===== config.mk =====
export PLATFORM = sky130hd
export DESIGN_NAME = i2c_register_access_master_core_flat
export DESIGN_NICKNAME = d
export VERILOG_FILES = /design/src/hdl/i2cram_pkg.sv /design/src/hdl/i2cram_if.sv /design/src/hdl/i2cram_regs.sv /design/src/hdl/i2cram_step.sv /design/src/hdl/i2c_register_access_master_core.sv /design/src/flat_wrapper.sv
export SDC_FILE = /design/constraint.sdc
export NUM_CORES = 1
export LEC_CHECK = 0
export BUFFER_PORTS_ARGS = -buffer_cell sky130_fd_sc_hd__buf_2
export CORE_MARGIN = 2
export CORE_UTILIZATION = 50
export CTS_CLUSTER_SIZE = 16
export DETAILED_ROUTE_END_ITERATION = 10
export PLACE_DENSITY = 0.82
export SKIP_LAST_GASP = 1
export SLEW_MARGIN = 20
export SYNTH_ARGS = -nofsm -noshare
export SYNTH_HDL_FRONTEND = slang
export SYNTH_HIERARCHICAL = 1
export SYNTH_SLANG_ARGS = --single-unit

===== constraint.sdc =====
create_clock -name clk -period 4.5 [get_ports clk]
set_clock_uncertainty 0.05 [all_clocks]
set_input_delay 0.45 -clock clk [delete_from_list [all_inputs] [get_ports clk]]
set_output_delay 0.45 -clock clk [all_outputs]
set_load 0.02 [all_outputs]

===== src/hdl/i2cram_pkg.sv =====
// Package with the types and constants shared by the I2C register access master.
`timescale 1ns / 1ps
`default_nettype none

package i2cram_pkg;

  localparam int DATA_W = 32;
  localparam int PADDR_W = 3;

  localparam logic [6:0] DEVICE_ADDRESS_RESET = 7'h1F;
  localparam logic [7:0] PHASE_TICKS_RESET = 8'h01;

  typedef enum logic [0:0] {
    REG_DEVICE_ADDRESS = 1'b0,
    REG_PHASE_TICKS    = 1'b1
  } reg_index_t;

  typedef enum logic [2:0] {
    PH_IDLE    = 3'd0,
    PH_START_A = 3'd1,
    PH_START_B = 3'd2,
    PH_BIT_HI  = 3'd3,
    PH_BIT_LO  = 3'd4,
    PH_STOP_A  = 3'd5,
    PH_STOP_B  = 3'd6,
    PH_STOP_C  = 3'd7
  } phase_t;

  typedef struct packed {
    logic       req_valid;
    logic       req_type;
    logic [7:0] reg_addr;
    logic [7:0] write_data;
    logic       sda_in;
  } req_t;

  typedef struct packed {
    logic        scl_level;
    logic        sda_level;
    logic        sda_drive;
    logic        busy_res;
    logic        done_res;
    logic [15:0] read_data;
  } res_t;

  typedef struct packed {
    logic [6:0] device_address;
    logic [7:0] phase_ticks;
  } cfg_t;

  typedef struct packed {
    logic       req_type;
    logic [7:0] reg_addr;
    logic [7:0] write_data;
  } held_t;

endpackage

`default_nettype wire


===== src/hdl/i2cram_if.sv =====
// Valid/ready channel interfaces for bus ticks and their results.
`timescale 1ns / 1ps
`default_nettype none

interface i2cram_req_if;
  import i2cram_pkg::*;
  logic valid;
  logic ready;
  req_t data;
  modport source (output valid, output data, input ready);
  modport sink (input valid, input data, output ready);
endinterface

interface i2cram_res_if;
  import i2cram_pkg::*;
  logic valid;
  logic ready;
  res_t data;
  modport source (output valid, output data, input ready);
  modport sink (input valid, input data, output ready);
endinterface

`default_nettype wire


===== src/hdl/i2cram_regs.sv =====
// APB configuration registers: device address and ticks per bus phase.
`timescale 1ns / 1ps
`default_nettype none

module i2cram_regs (
  input  logic                           clk,
  input  logic                           rst,
  input  logic                           psel,
  input  logic                           penable,
  input  logic                           pwrite,
  input  logic [i2cram_pkg::PADDR_W-1:0] paddr,
  input  logic [i2cram_pkg::DATA_W-1:0]  pwdata,
  output logic [i2cram_pkg::DATA_W-1:0]  prdata,
  output logic                           pready,
  output i2cram_pkg::cfg_t               cfg
);
  import i2cram_pkg::*;

  reg_index_t index;
  logic       write_en;

  assign pready = 1'b1;
  assign index = reg_index_t'(paddr[2]);
  assign write_en = psel && penable && pwrite && pready;

  always_ff @(posedge clk) begin
    if (rst) begin
      cfg.device_address <= DEVICE_ADDRESS_RESET;
      cfg.phase_ticks <= PHASE_TICKS_RESET;
    end else if (write_en) begin
      unique case (index)
        REG_DEVICE_ADDRESS: cfg.device_address <= pwdata[6:0];
        REG_PHASE_TICKS:    cfg.phase_ticks <= pwdata[7:0];
        default:            cfg.phase_ticks <= cfg.phase_ticks;
      endcase
    end
  end

  always_comb begin
    unique case (index)
      REG_DEVICE_ADDRESS: prdata = {{(DATA_W-7){1'b0}}, cfg.device_address};
      REG_PHASE_TICKS:    prdata = {{(DATA_W-8){1'b0}}, cfg.phase_ticks};
      default:            prdata = '0;
    endcase
  end

endmodule

`default_nettype wire


===== src/hdl/i2cram_step.sv =====
// Bus sequencer state and the single-tick update of phase, bits and read word.
`timescale 1ns / 1ps
`default_nettype none

module i2cram_step (
  input  logic             clk,
  input  logic             rst,
  input  logic             en,
  input  i2cram_pkg::req_t item,
  input  i2cram_pkg::cfg_t cfg,
  output i2cram_pkg::res_t result
);
  import i2cram_pkg::*;

  phase_t      phase, phase_next;
  logic [3:0]  bit_count, bit_count_next;
  logic [2:0]  byte_index, byte_index_next;
  logic [7:0]  shift_reg, shift_reg_next;
  logic [7:0]  tick_count, tick_count_next;
  held_t       held_request, held_request_next;
  logic [15:0] read_word, read_word_next;
  logic [7:0]  ticks;
  logic        rd;
  logic        rx;

  function automatic logic [7:0] first_shift(input logic [2:0] bi, input held_t h,
                                             input logic [6:0] dev);
    logic [7:0] b;
    b = 8'h00;
    if (!(h.req_type && bi >= 3'd3)) begin
      case (bi)
        3'd0:    b = {dev, 1'b0};
        3'd1:    b = h.reg_addr;
        3'd2:    b = h.req_type ? {dev, 1'b1} : h.write_data;
        default: b = 8'h00;
      endcase
    end
    return b;
  endfunction

  assign ticks = (cfg.phase_ticks == 8'd0) ? 8'd1 : cfg.phase_ticks;

  always_comb begin
    phase_next = phase;
    bit_count_next = bit_count;
    byte_index_next = byte_index;
    shift_reg_next = shift_reg;
    tick_count_next = tick_count;
    held_request_next = held_request;
    read_word_next = read_word;
    result.scl_level = 1'b1;
    result.sda_level = 1'b1;
    result.sda_drive = 1'b1;
    result.busy_res = 1'b0;
    result.done_res = 1'b0;

    if (phase == PH_IDLE && item.req_valid) begin
      held_request_next = '{item.req_type, item.reg_addr, item.write_data};
      byte_index_next = 3'd0;
      bit_count_next = 4'd0;
      tick_count_next = 8'd0;
      phase_next = PH_START_A;
    end

    rd = held_request_next.req_type;
    rx = rd && (byte_index_next >= 3'd3);

    if (phase_next != PH_IDLE) begin
      result.busy_res = 1'b1;
      unique case (phase_next)
        PH_START_A: begin
          result.scl_level = 1'b1;
          result.sda_level = 1'b1;
        end
        PH_START_B: begin
          result.scl_level = 1'b1;
          result.sda_level = 1'b0;
        end
        PH_BIT_HI, PH_BIT_LO: begin
          result.scl_level = (phase_next == PH_BIT_HI);
          if (bit_count_next < 4'd8) begin
            if (rx) begin
              result.sda_drive = 1'b0;
            end else begin
              result.sda_level = shift_reg_next[7];
            end
          end else if (rx) begin
            result.sda_level = (byte_index_next != 3'd3);
          end else begin
            result.sda_drive = 1'b0;
          end
        end
        PH_STOP_A: begin
          result.scl_level = 1'b0;
          result.sda_level = 1'b0;
        end
        PH_STOP_B: begin
          result.scl_level = 1'b1;
          result.sda_level = 1'b0;
        end
        default: begin
          result.scl_level = 1'b1;
          result.sda_level = 1'b1;
        end
      endcase

      tick_count_next = tick_count_next + 8'd1;
      if (tick_count_next >= ticks) begin
        tick_count_next = 8'd0;
        unique case (phase_next)
          PH_START_A: phase_next = PH_START_B;
          PH_START_B: begin
            bit_count_next = 4'd0;
            shift_reg_next = first_shift(byte_index_next, held_request_next,
                                         cfg.device_address);
            phase_next = PH_BIT_HI;
          end
          PH_BIT_HI: begin
            if (bit_count_next < 4'd8 && rx) begin
              shift_reg_next = {shift_reg_next[6:0], item.sda_in};
            end
            phase_next = PH_BIT_LO;
          end
          PH_BIT_LO: begin
            if (bit_count_next < 4'd8) begin
              if (!rx) begin
                shift_reg_next = {shift_reg_next[6:0], 1'b0};
              end
              bit_count_next = bit_count_next + 4'd1;
              phase_next = PH_BIT_HI;
            end else begin
              if (rd && byte_index_next == 3'd3) begin
                read_word_next[7:0] = shift_reg_next;
              end else if (rd && byte_index_next == 3'd4) begin
                read_word_next[15:8] = shift_reg_next;
              end
              if ((rd && (byte_index_next == 3'd1 || byte_index_next >= 3'd4)) ||
                  (!rd && byte_index_next >= 3'd2)) begin
                phase_next = PH_STOP_A;
              end else begin
                byte_index_next = byte_index_next + 3'd1;
                bit_count_next = 4'd0;
                shift_reg_next = first_shift(byte_index_next, held_request_next,
                                             cfg.device_address);
                phase_next = PH_BIT_HI;
              end
            end
          end
          PH_STOP_A: phase_next = PH_STOP_B;
          PH_STOP_B: phase_next = PH_STOP_C;
          PH_STOP_C: begin
            if (rd && byte_index_next == 3'd1) begin
              byte_index_next = 3'd2;
              phase_next = PH_START_A;
            end else begin
              phase_next = PH_IDLE;
              result.done_res = 1'b1;
            end
          end
          default: phase_next = PH_IDLE;
        endcase
      end
    end

    result.read_data = read_word_next;
  end

  always_ff @(posedge clk) begin
    if (rst) begin
      phase <= PH_IDLE;
      bit_count <= 4'd0;
      byte_index <= 3'd0;
      shift_reg <= 8'd0;
      tick_count <= 8'd0;
      held_request <= '0;
      read_word <= 16'd0;
    end else if (en) begin
      phase <= phase_next;
      bit_count <= bit_count_next;
      byte_index <= byte_index_next;
      shift_reg <= shift_reg_next;
      tick_count <= tick_count_next;
      held_request <= held_request_next;
      read_word <= read_word_next;
    end
  end

endmodule

`default_nettype wire


===== src/hdl/i2c_register_access_master_core.sv =====
// Top level of the bit-banged I2C register access master.
//
//   Channel  Direction  Handshake          Carries
//   req      in         valid/ready        one bus tick: request fields and sampled SDA
//   res      out        valid/ready        SCL/SDA levels, drive, busy, done, read word
//   apb      in         psel/penable/...   device_address at 0x0, phase_ticks at 0x4
//
// One tick transfer is accepted every clock unless a stalled result holds the pipeline.
// The tick is registered at the input, the sequencer updates its state in one pass,
// and the result lands in the output register.
// Synchronous reset returns the bus to idle, the address to 0x1F and phase ticks to 1.
// A stalled result holds the output register; a filled input register then holds and ready drops.
`timescale 1ns / 1ps
`default_nettype none

module i2c_register_access_master_core (
  input  logic                           clk,
  input  logic                           rst,
  i2cram_req_if.sink                     req,
  i2cram_res_if.source                   res,
  input  logic                           psel,
  input  logic                           penable,
  input  logic                           pwrite,
  input  logic [i2cram_pkg::PADDR_W-1:0] paddr,
  input  logic [i2cram_pkg::DATA_W-1:0]  pwdata,
  output logic [i2cram_pkg::DATA_W-1:0]  prdata,
  output logic                           pready
);
  import i2cram_pkg::*;

  cfg_t cfg;
  logic in_valid;
  req_t in_data;
  logic step_en;
  res_t result;
  logic out_valid;
  res_t out_data;

  i2cram_regs u_regs (
    .clk     (clk),
    .rst     (rst),
    .psel    (psel),
    .penable (penable),
    .pwrite  (pwrite),
    .paddr   (paddr),
    .pwdata  (pwdata),
    .prdata  (prdata),
    .pready  (pready),
    .cfg     (cfg)
  );

  i2cram_step u_step (
    .clk    (clk),
    .rst    (rst),
    .en     (step_en),
    .item   (in_data),
    .cfg    (cfg),
    .result (result)
  );

  assign step_en = in_valid && (!out_valid || res.ready);
  assign req.ready = !in_valid || step_en;
  assign res.valid = out_valid;
  assign res.data = out_data;

  always_ff @(posedge clk) begin
    if (rst) begin
      in_valid <= 1'b0;
    end else if (req.ready) begin
      in_valid <= req.valid;
    end
  end

  always_ff @(posedge clk) begin
    if (req.ready && req.valid) begin
      in_data <= req.data;
    end
  end

  always_ff @(posedge clk) begin
    if (rst) begin
      out_valid <= 1'b0;
    end else if (!out_valid || res.ready) begin
      out_valid <= in_valid;
    end
  end

  always_ff @(posedge clk) begin
    if (step_en) begin
      out_data <= result;
    end
  end

endmodule

`default_nettype wire


===== src/flat_wrapper.sv =====
// flat-port wrapper written by rule: the top's interface ports become plain ports
module i2c_register_access_master_core_flat import i2cram_pkg::*;
  (clk, rst, psel, penable, pwrite, paddr, pwdata, prdata, pready, req_valid, req_data, req_ready, res_valid, res_data, res_ready);
  i2cram_req_if req_i ();
  i2cram_res_if res_i ();
  input  logic clk;
  input  logic rst;
  input  logic psel;
  input  logic penable;
  input  logic pwrite;
  input  logic [i2cram_pkg::PADDR_W-1:0] paddr;
  input  logic [i2cram_pkg::DATA_W-1:0] pwdata;
  output logic [i2cram_pkg::DATA_W-1:0] prdata;
  output logic pready;
  input wire logic [$bits(req_i.valid)-1:0] req_valid;
  input wire logic [$bits(req_i.data)-1:0] req_data;
  output wire logic [$bits(req_i.ready)-1:0] req_ready;
  output wire logic [$bits(res_i.valid)-1:0] res_valid;
  output wire logic [$bits(res_i.data)-1:0] res_data;
  input wire logic [$bits(res_i.ready)-1:0] res_ready;
  assign req_i.valid = req_valid;
  assign req_i.data = req_data;
  assign req_ready = req_i.ready;
  assign res_valid = res_i.valid;
  assign res_data = res_i.data;
  assign res_i.ready = res_ready;
  i2c_register_access_master_core u_core (.clk(clk), .rst(rst), .req(req_i), .res(res_i), .psel(psel), .penable(penable), .pwrite(pwrite), .paddr(paddr), .pwdata(pwdata), .prdata(prdata), .pready(pready));
endmodule

==> qor.csv <==
metric,value,unit
crit_buf_inv,0,
ys.flop_type,dfxtp_1,
clock_latency,0.43,ns
post_cts_buffers,0,
initial_utilization,50.8,%
arrival,4.23,ns
tightest_slew,1.06,ns
max-slew-margin-rel,28.8,%
synth.avg_cell_area,9.62,um^2
drc_errors,0,
cts_tree,done,
fin_crit,4.11,ns
layout_common_cells,"dfxtp_1, nand2_1, buf_2",
placed_cell_area,6720,um^2
postLayoutCellArea,7330,um^2
largest_reg_flops,21,
final_common_cell,dfxtp_1,
rsz0062_at_grt,no,
yosysSeqAreaShare,42.6,%
port_buffers,65,
drt_iter0_drc,412,
ant_nets,0,
cp.required,4.62,ns
hold_buffers,0,
dr_total_vias,5244,
core_area,12600,um^2
slew_violations,0,
wl_per_cell,16.7,um
die_y,117,um
routed_wl,15200,um
reg2reg_slack,0.39,ns
irDropWorstVdd,0.249,mV
worstSetupPathType,reg2reg,
ys_seq_elements,116,
cpLargestDelayFamily,simple AND/OR/NAND/NOR gates,
power.leakage,2.83,nW
hold_viol_final,0,
r2r-end,u_core/res.data[2],
dr.pass1.iters,8,
r2r-start,u_core/in_data[18],
hp-class,in2reg,
htree_levels,4,
fmax,243,MHz
grt_pass1_vias,4891,
yosys_warnings,6,
crit_top_cell,ha_1,
crit_start,u_core/in_data[18],
dp_hpwl,10500,um
row_count,41,
crit_path_start_kind,flip-flop,
ys_async_sr_fraction,0,%
powerDensity,378,nW/um^2
crit_cells,13,
area_growth,14.8,%
antennaDiodeCount,0,
grt_pass1_wl,24700,um
rr_worst_depth,13,
hold_path_depth,1,
postSynthCellCount,664,
layout-drive-gt1-share,21.4,%
max_cap_viol_count,0,
vias_per_cell,5.79,
final_nets,800,
slowest_stage,or4b_4,
path_cells,"or4b_4, and2_1, ha_1, and3_1, nand3_1, xor2_1, nor2_1, ha_1, a211oi_1, o221ai_1, and2_0, nand2_1, mux2_2",
power,2.77,mW
grt_usage,23.3,%
min_period_over_period,91.3,%
clkTransAtPathRegs,0.06,ns
io_pins,117,
endpoint_kind,flip-flop,
ys_types,74,
ctsRootBufferMaster,clkbuf_16,
fin_tns_setup,0,ns
max_stage_delay,0.50,ns
final_cells,906,
cts_buffers,17,
setup_viol,0,
die_w,117,um
critPathCapture,u_core/res.data[2],
cts_buffer_depth,2,
ctsResizeCount,0,
dp_cells,874,
synth_edf_count,40,
status,completed,
gp_congestion,0.924,
post-route-util,58.3,%
antenna_found_initial,0,
syn_area,6390,um^2
grt_overflow,0,
grt_max_degree,44,
cts_sinks,116,
dieArea,13700,um^2
critPathMaxFanout,8,
-- cell families after synthesis --
logic type / Yosys count / synth area share (%)
AND/OR/NAND/NOR: 236 / 19.3
AO/OA/AOI/OAI: 145 / 16.7
flip-flops: 116 / 42.6
buffers and inverters: 83 / 7.33
multiplexers: 58 / 9.60
adder cells (fa/ha/maj): 18 / 3.53
XOR/XNOR: 6 / 0.823
other: 2 / 0.118
-- how the worst min path moves through the flow --
stage	startpoint	endpoint	slack, ns
finish	req_data[10]	u_core/in_data[10]	0.14
global route	req_data[9]	u_core/in_data[9]	0.14
CTS	req_data[10]	u_core/in_data[10]	0.14
detailed placement	u_core/u_step/read_word[5]	u_core/u_step/read_word[5]	0.39
global placement	u_core/u_step/held_request[7]	u_core/u_step/held_request[7]	0.39
floorplan	u_core/u_step/held_request[7]	u_core/u_step/held_request[7]	0.38
-- per-layer routing --
metal | vias up | GRT usage (%) | wire length [um]
li1 | 2491 | - | -
met1 | 2490 | 29.8 | 6470
met4 | 0 | 12.0 | 505
met3 | 34 | 4.84 | 925
met2 | 229 | 37.5 | 7260
met5 | - | 0 | 0
-- through the flow --
stage	hold WS, ns	setup WS [ns]
CTS	0.135	0.436
detailed placement	0.395	0.471
floorplan	0.382	0.414
global placement	0.388	0.629
global route	0.139	0.193
finish	0.144	0.391
-- Yosys cell counts (11+ instances only) --
library cell	n	area share, %
a31oi_1	12	1.2
mux2_2	26	4.6
a21oi_1	35	2.7
buf_4	26	3.1
a22oi_1	13	1.5
nand2b_1	29	2.8
mux2i_1	32	5.0
dfxtp_1	76	24
nand2_1	67	3.9
inv_1	21	1.2
ha_1	18	3.5
nand3_1	13	1.0
or3_1	11	1.1
nor3_1	12	0.94
nor2_1	58	3.4
clkbuf_1	23	1.4
a22o_1	12	1.6
edfxtp_1	40	19
-- final cells by class --
class,count,area [um^2]
Clock inverter,14,175
Inverter,21,78.8
Multi-Input combinational cell,488,3280
Clock buffer,18,439
Sequential cell,116,2720
Timing Repair Buffer,77,415
Tap cell,172,215
Fill cell,1079,5240
-- report_power, final --
part	total [mW]	internal [mW]	switching (mW)
Combinational	0.234	0.0836	0.151
Sequential	1.14	1.12	0.0227
Clock	1.40	0.888	0.508
Total	2.77	2.09	0.682
Note: power is estimated with default switching activity, not from simulation.
